==> config.mk <==
export PLATFORM = sky130hd
export DESIGN_NAME = back_to_back_pair_trigger_flat
export DESIGN_NICKNAME = d
export VERILOG_FILES = /design/src/rtl/core/bbpt_pkg.sv /design/src/rtl/core/bbpt_if.sv /design/src/rtl/core/bbpt_pair_cmp.sv /design/src/rtl/core/back_to_back_pair_trigger.sv /design/src/flat_wrapper.sv
export SDC_FILE = /design/constraint.sdc
export NUM_CORES = 2
export LEC_CHECK = 0
export BUFFER_PORTS_ARGS = -buffer_cell sky130_fd_sc_hd__buf_4
export CAP_MARGIN = 10
export CORE_AREA = 3 3 662 401
export CTS_CLUSTER_SIZE = 12
export DETAILED_ROUTE_END_ITERATION = 8
export DIE_AREA = 0 0 665 404
export PLACE_DENSITY = 0.54
export SETUP_SLACK_MARGIN = 0.02
export SLEW_MARGIN = 20
export SYNTH_ARGS = -nofsm -noshare
export SYNTH_HDL_FRONTEND = slang
export SYNTH_SLANG_ARGS = --single-unit
==> constraint.sdc <==
create_clock -name i_clk -period 15.7 [get_ports i_clk]
set_input_delay 3.14 -clock i_clk [delete_from_list [all_inputs] [get_ports i_clk]]
set_output_delay 3.14 -clock i_clk [all_outputs]
set_load 0.01 [all_outputs]
==> src/rtl/core/bbpt_pkg.sv <==
// bbpt_pkg: shared types and constants for the back-to-back pair trigger.
// No dependencies; every other file of the block refers to it by scoped names.
`default_nettype none

package bbpt_pkg;

    // Field widths of the hit and result words
    localparam int TIME_W   = 48;
    localparam int ANGLE_W  = 15;
    localparam int FIDX_W   = 5;
    localparam int TOTAL_W  = 6;

    // Configuration registers
    localparam int TOL_W     = 14;
    localparam int WIN_W     = 24;
    localparam int CFG_IDX_W = 1;
    localparam int CFG_DAT_W = 24;

    localparam logic [CFG_IDX_W-1:0] REG_ANGLE_TOL = 1'd0;
    localparam logic [CFG_IDX_W-1:0] REG_TIME_WIN  = 1'd1;

    localparam logic [TOL_W-1:0] ANGLE_TOL_RST = 14'd640;
    localparam logic [WIN_W-1:0] TIME_WIN_RST  = 24'd1000;

    // Angles in 1/64 degree
    localparam int FULL_TURN = 23040;
    localparam int HALF_TURN = 11520;

    localparam int MAX_HITS_DEF = 32;

    typedef enum logic [2:0] {
        S_LOAD,
        S_READ,
        S_CALC,
        S_TEST,
        S_DONE
    } t_state;

endpackage

`default_nettype wire

==> src/rtl/core/bbpt_if.sv <==
// bbpt_if: valid/ready channel interfaces for hit words and result words.
// Depends on bbpt_pkg for field widths.
`default_nettype none

interface bbpt_hit_if;
    logic                          valid;
    logic                          ready;
    logic [bbpt_pkg::TIME_W-1:0]   hit_time;
    logic [bbpt_pkg::ANGLE_W-1:0]  slot_angle;
    logic                          last_hit;

    modport source (output valid, hit_time, slot_angle, last_hit, input ready);
    modport sink   (input valid, hit_time, slot_angle, last_hit, output ready);
endinterface

interface bbpt_res_if;
    logic                          valid;
    logic                          ready;
    logic                          pair_found;
    logic [bbpt_pkg::FIDX_W-1:0]   first_index;
    logic [bbpt_pkg::FIDX_W-1:0]   second_index;
    logic [bbpt_pkg::TOTAL_W-1:0]  hit_total;
    logic                          hits_dropped;

    modport source (output valid, pair_found, first_index, second_index, hit_total,
                    hits_dropped, input ready);
    modport sink   (input valid, pair_found, first_index, second_index, hit_total,
                    hits_dropped, output ready);
endinterface

`default_nettype wire

==> src/rtl/core/bbpt_pair_cmp.sv <==
// bbpt_pair_cmp: shared pair test - time difference and wrapped angular separation.
// Depends on bbpt_pkg for widths and turn constants.
`default_nettype none

module bbpt_pair_cmp (
    input  wire logic [bbpt_pkg::TIME_W-1:0]  i_time_a,
    input  wire logic [bbpt_pkg::TIME_W-1:0]  i_time_b,
    input  wire logic [bbpt_pkg::ANGLE_W-1:0] i_angle_a,
    input  wire logic [bbpt_pkg::ANGLE_W-1:0] i_angle_b,
    input  wire logic [bbpt_pkg::TOL_W-1:0]   i_tolerance,
    input  wire logic [bbpt_pkg::WIN_W-1:0]   i_window,
    output logic                              o_match
);

    localparam int SW = bbpt_pkg::ANGLE_W + 2;

    logic [bbpt_pkg::TIME_W-1:0]  w_dt;
    logic [bbpt_pkg::ANGLE_W-1:0] w_d;
    logic signed [SW-1:0]         w_dext;
    logic signed [SW-1:0]         w_wrap;
    logic signed [SW-1:0]         w_sep;
    logic signed [SW-1:0]         w_dev;
    logic [SW-1:0]                w_adev;
    logic                         w_time_ok;
    logic                         w_angle_ok;

    always_comb begin
        w_dt   = (i_time_a > i_time_b) ? (i_time_a - i_time_b) : (i_time_b - i_time_a);
        w_d    = (i_angle_a > i_angle_b) ? (i_angle_a - i_angle_b)
                                         : (i_angle_b - i_angle_a);
        w_dext = $signed({2'b00, w_d});
        // may go negative for angles past a full turn
        w_wrap = $signed(SW'(bbpt_pkg::FULL_TURN)) - w_dext;
        w_sep  = (w_dext < w_wrap) ? w_dext : w_wrap;
        w_dev  = w_sep - $signed(SW'(bbpt_pkg::HALF_TURN));
        w_adev = w_dev[SW-1] ? unsigned'(-w_dev) : unsigned'(w_dev);
        w_time_ok  = w_dt < {{(bbpt_pkg::TIME_W-bbpt_pkg::WIN_W){1'b0}}, i_window};
        w_angle_ok = w_adev < {{(SW-bbpt_pkg::TOL_W){1'b0}}, i_tolerance};
        o_match    = w_time_ok && w_angle_ok;
    end

endmodule

`default_nettype wire

==> src/rtl/core/back_to_back_pair_trigger.sv <==
// back_to_back_pair_trigger: top level - hit buffer, pair scan sequencer, result register.
// Depends on bbpt_pkg, bbpt_if (hit/result channels) and bbpt_pair_cmp.
//
//  channel   dir  handshake          word
//  --------  ---  -----------------  ---------------------------------------------
//  i_hit     in   valid/ready        hit_time, slot_angle, last_hit
//  o_res     out  valid/ready        pair_found, first/second_index, hit_total,
//                                    hits_dropped
//  i_cfg_*   in   write enable only  register index, data (no read-back)
//
//  Sequence: a hit word is taken in any cycle in which i_hit.ready is high. After
//  the last hit the scan steps through S_READ (read buffer), S_CALC (compare) and
//  S_TEST (step the pair counters) for each pair it tests, then S_DONE hands the
//  result to the output register; an event of fewer than two hits goes straight
//  to S_DONE. The two-port read of the hit buffer and the single shared pair
//  comparator set this sequence. i_hit.ready is low for the whole scan.
//  Reset (synchronous, active low) clears the sequencer, hit count, drop flag,
//  result valid and configuration; buffer contents are left as they are.
//  A result waiting on o_res does not hold off the next event's hits; only a
//  scan finishing while the output register is still full waits.
`default_nettype none

module back_to_back_pair_trigger #(
    parameter int MAX_HITS = bbpt_pkg::MAX_HITS_DEF
) (
    input  wire logic                               i_clk,
    input  wire logic                               i_rst_n,
    bbpt_hit_if.sink                                i_hit,
    bbpt_res_if.source                              o_res,
    input  wire logic                               i_cfg_we,
    input  wire logic [bbpt_pkg::CFG_IDX_W-1:0]     i_cfg_idx,
    input  wire logic [bbpt_pkg::CFG_DAT_W-1:0]     i_cfg_data
);

    localparam int IW = (MAX_HITS > 1) ? $clog2(MAX_HITS) : 1;
    localparam int CW = $clog2(MAX_HITS + 1);
    localparam int EW = bbpt_pkg::TIME_W + bbpt_pkg::ANGLE_W;

    // configuration
    logic [bbpt_pkg::TOL_W-1:0] r_tolerance;
    logic [bbpt_pkg::WIN_W-1:0] r_window;

    // sequencer
    bbpt_pkg::t_state r_state;
    bbpt_pkg::t_state n_state;

    logic [CW-1:0] r_count;
    logic [CW-1:0] w_count_new;
    logic          r_ovf;
    logic [IW-1:0] r_i;
    logic [IW-1:0] r_j;
    logic          r_found;
    logic          r_match;

    // hit buffer: {time, angle}
    logic [EW-1:0] r_mem [MAX_HITS];
    logic [EW-1:0] r_rd_a;
    logic [EW-1:0] r_rd_b;

    logic w_hit_acc;
    logic w_room;
    logic w_mem_we;
    logic w_out_load;
    logic w_j_more;
    logic w_i_more;
    logic w_match;

    // result register
    logic                          r_out_valid;
    logic                          r_out_found;
    logic [bbpt_pkg::FIDX_W-1:0]   r_out_first;
    logic [bbpt_pkg::FIDX_W-1:0]   r_out_second;
    logic [bbpt_pkg::TOTAL_W-1:0]  r_out_total;
    logic                          r_out_dropped;

    // ---------------------------------------------------------------- config
    always_ff @(posedge i_clk) begin
        if (!i_rst_n) begin
            r_tolerance <= bbpt_pkg::ANGLE_TOL_RST;
            r_window    <= bbpt_pkg::TIME_WIN_RST;
        end else if (i_cfg_we) begin
            unique case (i_cfg_idx)
                bbpt_pkg::REG_ANGLE_TOL: r_tolerance <= i_cfg_data[bbpt_pkg::TOL_W-1:0];
                bbpt_pkg::REG_TIME_WIN:  r_window    <= i_cfg_data[bbpt_pkg::WIN_W-1:0];
            endcase
        end
    end

    // ---------------------------------------------------------------- helpers
    always_comb begin
        w_hit_acc   = i_hit.valid && (r_state == bbpt_pkg::S_LOAD);
        w_room      = r_count < CW'(MAX_HITS);
        w_count_new = w_room ? (r_count + CW'(1)) : r_count;
        // another j for this i, else another i with at least one partner
        w_j_more    = (CW'(r_j) + CW'(1)) < r_count;
        w_i_more    = (CW'(r_i) + CW'(2)) < r_count;
    end

    // ---------------------------------------------------------------- next state
    always_comb begin
        n_state = r_state;
        unique case (r_state)
            bbpt_pkg::S_LOAD: begin
                if (w_hit_acc && i_hit.last_hit) begin
                    n_state = (w_count_new < CW'(2)) ? bbpt_pkg::S_DONE : bbpt_pkg::S_READ;
                end
            end
            bbpt_pkg::S_READ: n_state = bbpt_pkg::S_CALC;
            bbpt_pkg::S_CALC: n_state = bbpt_pkg::S_TEST;
            bbpt_pkg::S_TEST: begin
                if (r_match || (!w_j_more && !w_i_more)) begin
                    n_state = bbpt_pkg::S_DONE;
                end else begin
                    n_state = bbpt_pkg::S_READ;
                end
            end
            bbpt_pkg::S_DONE: begin
                if (w_out_load) begin
                    n_state = bbpt_pkg::S_LOAD;
                end
            end
            default: n_state = bbpt_pkg::S_LOAD;
        endcase
    end

    // ---------------------------------------------------------------- outputs
    always_comb begin
        i_hit.ready = (r_state == bbpt_pkg::S_LOAD);
        w_mem_we    = w_hit_acc && w_room;
        w_out_load  = (r_state == bbpt_pkg::S_DONE) && (!r_out_valid || o_res.ready);
    end

    always_ff @(posedge i_clk) begin
        if (!i_rst_n) begin
            r_state <= bbpt_pkg::S_LOAD;
        end else begin
            r_state <= n_state;
        end
    end

    // ---------------------------------------------------------------- hit buffer
    always_ff @(posedge i_clk) begin
        if (w_mem_we) begin
            r_mem[r_count[IW-1:0]] <= {i_hit.hit_time, i_hit.slot_angle};
        end
        if (r_state == bbpt_pkg::S_READ) begin
            r_rd_a <= r_mem[r_i];
            r_rd_b <= r_mem[r_j];
        end
    end

    // ---------------------------------------------------------------- count and drop flag
    always_ff @(posedge i_clk) begin
        if (!i_rst_n) begin
            r_count <= '0;
            r_ovf   <= 1'b0;
        end else if (w_out_load) begin
            r_count <= '0;
            r_ovf   <= 1'b0;
        end else if (w_hit_acc) begin
            r_count <= w_count_new;
            if (!w_room) begin
                r_ovf <= 1'b1;
            end
        end
    end

    // ---------------------------------------------------------------- shared pair test
    bbpt_pair_cmp u_cmp (
        .i_time_a    (r_rd_a[EW-1:bbpt_pkg::ANGLE_W]),
        .i_time_b    (r_rd_b[EW-1:bbpt_pkg::ANGLE_W]),
        .i_angle_a   (r_rd_a[bbpt_pkg::ANGLE_W-1:0]),
        .i_angle_b   (r_rd_b[bbpt_pkg::ANGLE_W-1:0]),
        .i_tolerance (r_tolerance),
        .i_window    (r_window),
        .o_match     (w_match)
    );

    // pair counters, i < j, j runs fastest
    always_ff @(posedge i_clk) begin
        if (r_state == bbpt_pkg::S_CALC) begin
            r_match <= w_match;
        end
        if (w_hit_acc && i_hit.last_hit) begin
            r_i     <= '0;
            r_j     <= IW'(1);
            r_found <= 1'b0;
        end else if (r_state == bbpt_pkg::S_TEST) begin
            if (r_match) begin
                r_found <= 1'b1;
            end else if (w_j_more) begin
                r_j <= r_j + IW'(1);
            end else if (w_i_more) begin
                r_i <= r_i + IW'(1);
                r_j <= r_i + IW'(2);
            end
        end
    end

    // ---------------------------------------------------------------- result register
    always_ff @(posedge i_clk) begin
        if (!i_rst_n) begin
            r_out_valid <= 1'b0;
        end else if (w_out_load) begin
            r_out_valid <= 1'b1;
        end else if (o_res.ready) begin
            r_out_valid <= 1'b0;
        end
    end

    always_ff @(posedge i_clk) begin
        if (w_out_load) begin
            r_out_found   <= r_found;
            r_out_first   <= r_found ? bbpt_pkg::FIDX_W'(r_i) : '0;
            r_out_second  <= r_found ? bbpt_pkg::FIDX_W'(r_j) : '0;
            r_out_total   <= bbpt_pkg::TOTAL_W'(r_count);
            r_out_dropped <= r_ovf;
        end
    end

    always_comb begin
        o_res.valid        = r_out_valid;
        o_res.pair_found   = r_out_found;
        o_res.first_index  = r_out_first;
        o_res.second_index = r_out_second;
        o_res.hit_total    = r_out_total;
        o_res.hits_dropped = r_out_dropped;
    end

endmodule

`default_nettype wire

==> src/flat_wrapper.sv <==
// flat-port wrapper written by rule: the top's interface ports become plain ports
module back_to_back_pair_trigger_flat 
#(
    parameter int MAX_HITS = bbpt_pkg::MAX_HITS_DEF
)
  (i_clk, i_rst_n, i_cfg_we, i_cfg_idx, i_cfg_data, i_hit_valid, i_hit_hit_time, i_hit_slot_angle, i_hit_last_hit, i_hit_ready, o_res_valid, o_res_pair_found, o_res_first_index, o_res_second_index, o_res_hit_total, o_res_hits_dropped, o_res_ready);
  bbpt_hit_if i_hit_i ();
  bbpt_res_if o_res_i ();
  input  wire logic i_clk;
  input  wire logic i_rst_n;
  input  wire logic i_cfg_we;
  input  wire logic [bbpt_pkg::CFG_IDX_W-1:0] i_cfg_idx;
  input  wire logic [bbpt_pkg::CFG_DAT_W-1:0] i_cfg_data;
  input wire logic [$bits(i_hit_i.valid)-1:0] i_hit_valid;
  input wire logic [$bits(i_hit_i.hit_time)-1:0] i_hit_hit_time;
  input wire logic [$bits(i_hit_i.slot_angle)-1:0] i_hit_slot_angle;
  input wire logic [$bits(i_hit_i.last_hit)-1:0] i_hit_last_hit;
  output wire logic [$bits(i_hit_i.ready)-1:0] i_hit_ready;
  output wire logic [$bits(o_res_i.valid)-1:0] o_res_valid;
  output wire logic [$bits(o_res_i.pair_found)-1:0] o_res_pair_found;
  output wire logic [$bits(o_res_i.first_index)-1:0] o_res_first_index;
  output wire logic [$bits(o_res_i.second_index)-1:0] o_res_second_index;
  output wire logic [$bits(o_res_i.hit_total)-1:0] o_res_hit_total;
  output wire logic [$bits(o_res_i.hits_dropped)-1:0] o_res_hits_dropped;
  input wire logic [$bits(o_res_i.ready)-1:0] o_res_ready;
  assign i_hit_i.valid = i_hit_valid;
  assign i_hit_i.hit_time = i_hit_hit_time;
  assign i_hit_i.slot_angle = i_hit_slot_angle;
  assign i_hit_i.last_hit = i_hit_last_hit;
  assign i_hit_ready = i_hit_i.ready;
  assign o_res_valid = o_res_i.valid;
  assign o_res_pair_found = o_res_i.pair_found;
  assign o_res_first_index = o_res_i.first_index;
  assign o_res_second_index = o_res_i.second_index;
  assign o_res_hit_total = o_res_i.hit_total;
  assign o_res_hits_dropped = o_res_i.hits_dropped;
  assign o_res_i.ready = o_res_ready;
  back_to_back_pair_trigger #(.MAX_HITS(MAX_HITS)) u_core (.i_clk(i_clk), .i_rst_n(i_rst_n), .i_hit(i_hit_i), .o_res(o_res_i), .i_cfg_we(i_cfg_we), .i_cfg_idx(i_cfg_idx), .i_cfg_data(i_cfg_data));
endmodule
==> impl_metrics.csv <==
group,metric,value,unit
outcome,status,"complete, no violations",
clocking,cts.sinks,2221,
clocking,h-tree-depth,4,
final_layout,fillers,22022,
power,power.density,108,nW/um2
worst_setup_path,crit_arrival,12440,ps
timing,max_slew_margin,0.205,
timing,finalSetupViolCount,0,
synth,syn_area,109000,um2
clocking,clockBufferDepth,4,
clocking,cts_buffers,223,
synth,synth_edf_count,2161,
detailed_routing,viasPerCell,6.55,
final_layout,synthToLayoutAreaGrowth,10.4,%
power,p_int,9.76,mW
detailed_routing,via_count,65154,
worst_setup_path,cp_common_cell,"ha_1",
die,chipHeight,404,um
detailed_routing,met2_length,156000,um
synth,ys_seq_elements,2221,
worst_setup_path,start_kind,"register",
die,initial_utilization,0.420,
final_layout,nNetsFinal,6664,
power,p_leak,37.4,nW
worst_setup_path,required,16410,ps
power,p_comb_frac,0.116,
clocking,clock_latency,910,ps
worst_setup_path,critical_path.max_stage_delay,650,ps
final_layout,drive_above_1_share,0.251,
worst_setup_path,path_max_fanout,23,
place,routabilityCongestion,0.889,
detailed_routing,drc,0,
timing,period_minus_slack,11720,ps
timing,rsz0062_at_grt,"false",
worst_setup_path,crit_family,"compound AO/OA/AOI/OAI gates",
grt,grt_max_degree,123,
grt,grt_usage,0.264,
synth,syn_nets,6638,
synth,avgSynthCellArea,17.2,um2
timing,tightest_slew,1190,ps
clocking,root_buffer,"clkbuf_16",
detailed_routing,route.detailed.wl_per_inst,36.0,um
detailed_routing,drtIter0Drc,9065,
synth,synth-async-reset-ratio,0,
clocking,tritoncts,"done",
power,p_sw,3.26,mW
hold_path,min_path_type,"reg -> reg",
synth,syn_inst,6349,
power,switching_share,0.250,
synth,yosys_warnings,0,
grt,grt_remaining_overflow,0,
power,power_frac_clock,0.373,
place,portBuffers,113,
timing,hold_violations,0,
grt,grt_first_pass_wirelength,503000,um
clocking,post_cts_resized,0,
detailed_routing,dr_wl_met3,34500,um
detailed_routing,drt-total-wl,358000,um
timing,skew,74.1,ps
die,die_area,269000,um2
detailed_routing,drt-pass1-iter-count,6,
grt,grt_pass1_vias,63740,
worst_setup_path,path_buf_inv,1,
grt,antenna_found_initial,16,
power,ir_drop,0.0877,mV
timing,finalSetupTns,0,ps
synth,yosys_most_used_dff,"edfxtp_1",
die,die_w,665,um
detailed_routing,ant_nets,0,
power,p_seq_frac,0.511,
worst_setup_path,worstSetupPathType,"reg -> reg",
timing,drv_slew,0,
place,hpwlAfterDp,198000,um
detailed_routing,wl_met1,159000,um
clocking,holdBufCountCts,0,
synth,synth_cell_types,98,
worst_setup_path,cp-end-kind,"register",
power,power.total,13.0,mW
clocking,postCtsSetupRepairBufs,0,
detailed_routing,routed.top_layer,"met5",
run,drv_cap,0,
synth,ys_seq_area_frac,0.606,
timing,max_freq,85.3,MHz
timing,min_period_over_period,0.747,
die,io_pins,114,
die,core_area,260000,um2
worst_setup_path,cp_slowest_cell,"and3_1",
die,fp-row-count,145,
clocking,clk_pin_slew,70,ps
## placed cells by master, fill, tap and decap left out, drive strengths merged, types with 42 or more instances in the layout
cell type	count
buf	239
clkbuf	291
a21o	58
a21oi	229
o21ai	178
mux4	1037
xnor2	55
edfxtp	2161
nand3	46
o22ai	63
ha	191
o221ai	70
nor2	182
inv	228
nor3	46
nand2	409
dfxtp	60
mux2i	355
o31a	42
## flip-flops by register name, summed over array words and instances (netlist names), 3 cells and up
signal                     flops
u_core.o_res.second_index      5
u_core.r_i                     5
u_core.r_tolerance            14
u_core.r_rd_a                 63
u_core.r_window               24
u_core.r_j                     5
u_core.r_mem                2016
u_core.r_count                 6
u_core.r_state                 3
u_core.r_rd_b                 63
u_core.o_res.hit_total         6
u_core.o_res.first_index       5
## stage by stage
| stage | area [um2] | hold slack (ps) | util | setup slack (ps) | instances |
|---|---|---|---|---|---|
| floorplan | 109000 | 406 | - | 5210 | 6349 |
| global placement | 114000 | 433 | 0.439 | 4160 | 9602 |
| detailed placement | 114000 | 444 | 0.439 | 4070 | 9604 |
| CTS | 120000 | 447 | 0.463 | 4020 | 9938 |
| global route | 120000 | 457 | 0.463 | 2940 | 9938 |
| finish | 120000 | 443 | 0.463 | 3980 | 9940 |
## power by group through the flow
stage	clock (mW)	combinational (mW)	sequential, mW
after floorplan	0	0.950	6.78
after global placement	0	1.50	6.78
after detailed placement	0	1.49	6.78
after CTS	4.95	1.50	6.66
after global routing	5.21	1.65	6.66
final	4.86	1.51	6.66
## final timing paths
path	from	to	slack [ps]	cells after the start
max	u_core.r_rd_a[10]	u_core.r_match	3980	43
max reg2reg	u_core.r_rd_a[10]	u_core.r_match	3980	43
min	u_core.r_ovf	u_core.o_res.hits_dropped	440	0
min reg2reg	u_core.r_ovf	u_core.o_res.hits_dropped	440	0
## metal layers
| metal | track usage | up-vias |
|---|---|---|
| li1 | - | 26256 |
| met5 | 0 | - |
| met2 | 0.386 | 3502 |
| met4 | 0.0594 | 4 |
| met1 | 0.406 | 34902 |
| met3 | 0.0532 | 490 |
## cell usage after synthesis (16+ instances only)
master     number  area [um2]
nand2_1       407        1530
o31a_1         41         359
dfxtp_1        60        1200
a21oi_1       228        1140
nor2_1        179         672
clkbuf_1      313        1170
a21boi_0       40         300
o22ai_1        62         388
o21bai_1       28         210
buf_1          99         372
o21ai_0       174         871
mux2i_1       355        3550
nand4_1        29         181
mux4_2       1037       23400
and2_1         29         181
o21a_1         30         225
nand3_1        43         215
nand2b_1       17         106
buf_2          17        85.1
a211oi_1       28         210
ha_1          191        2390
o221ai_1       70         613
a21o_1         58         435
o211ai_1       26         195
inv_1         223         837
a221oi_1       16         140
edfxtp_1     2161       64900
a31oi_1        17         106
xnor2_1        55         482
a2111oi_0      17         149
nor2b_1        30         188
nor3_1         41         205
xor2_1         27         236
## cell families (layout without fill, tap and decap cells)
logic type,Yosys count,after routing,synth area share
compound gates,922,922,0.0564
xor+xnor,82,82,0.00659
fa+ha+maj,195,195,0.0227
buf+inv,663,798,0.0234
flops,2221,2221,0.606
mux,1405,1405,0.248
other cells,0,2,0
simple gates,861,861,0.0367
## layout make-up
type,instances,area (um2),share of cell area
Timing Repair Buffer,239,2190,0.0182
Inverter,225,855,0.00710
Clock inverter,43,273,0.00227
Antenna cell,2,5.00,0.0000416
Sequential cell,2221,66100,0.550
Multi-Input combinational cell,3465,40700,0.338
Clock buffer,291,5880,0.0489
Tap cell,3454,4320,0.0359
No activity file was read; power rests on OpenSTA's default activity.
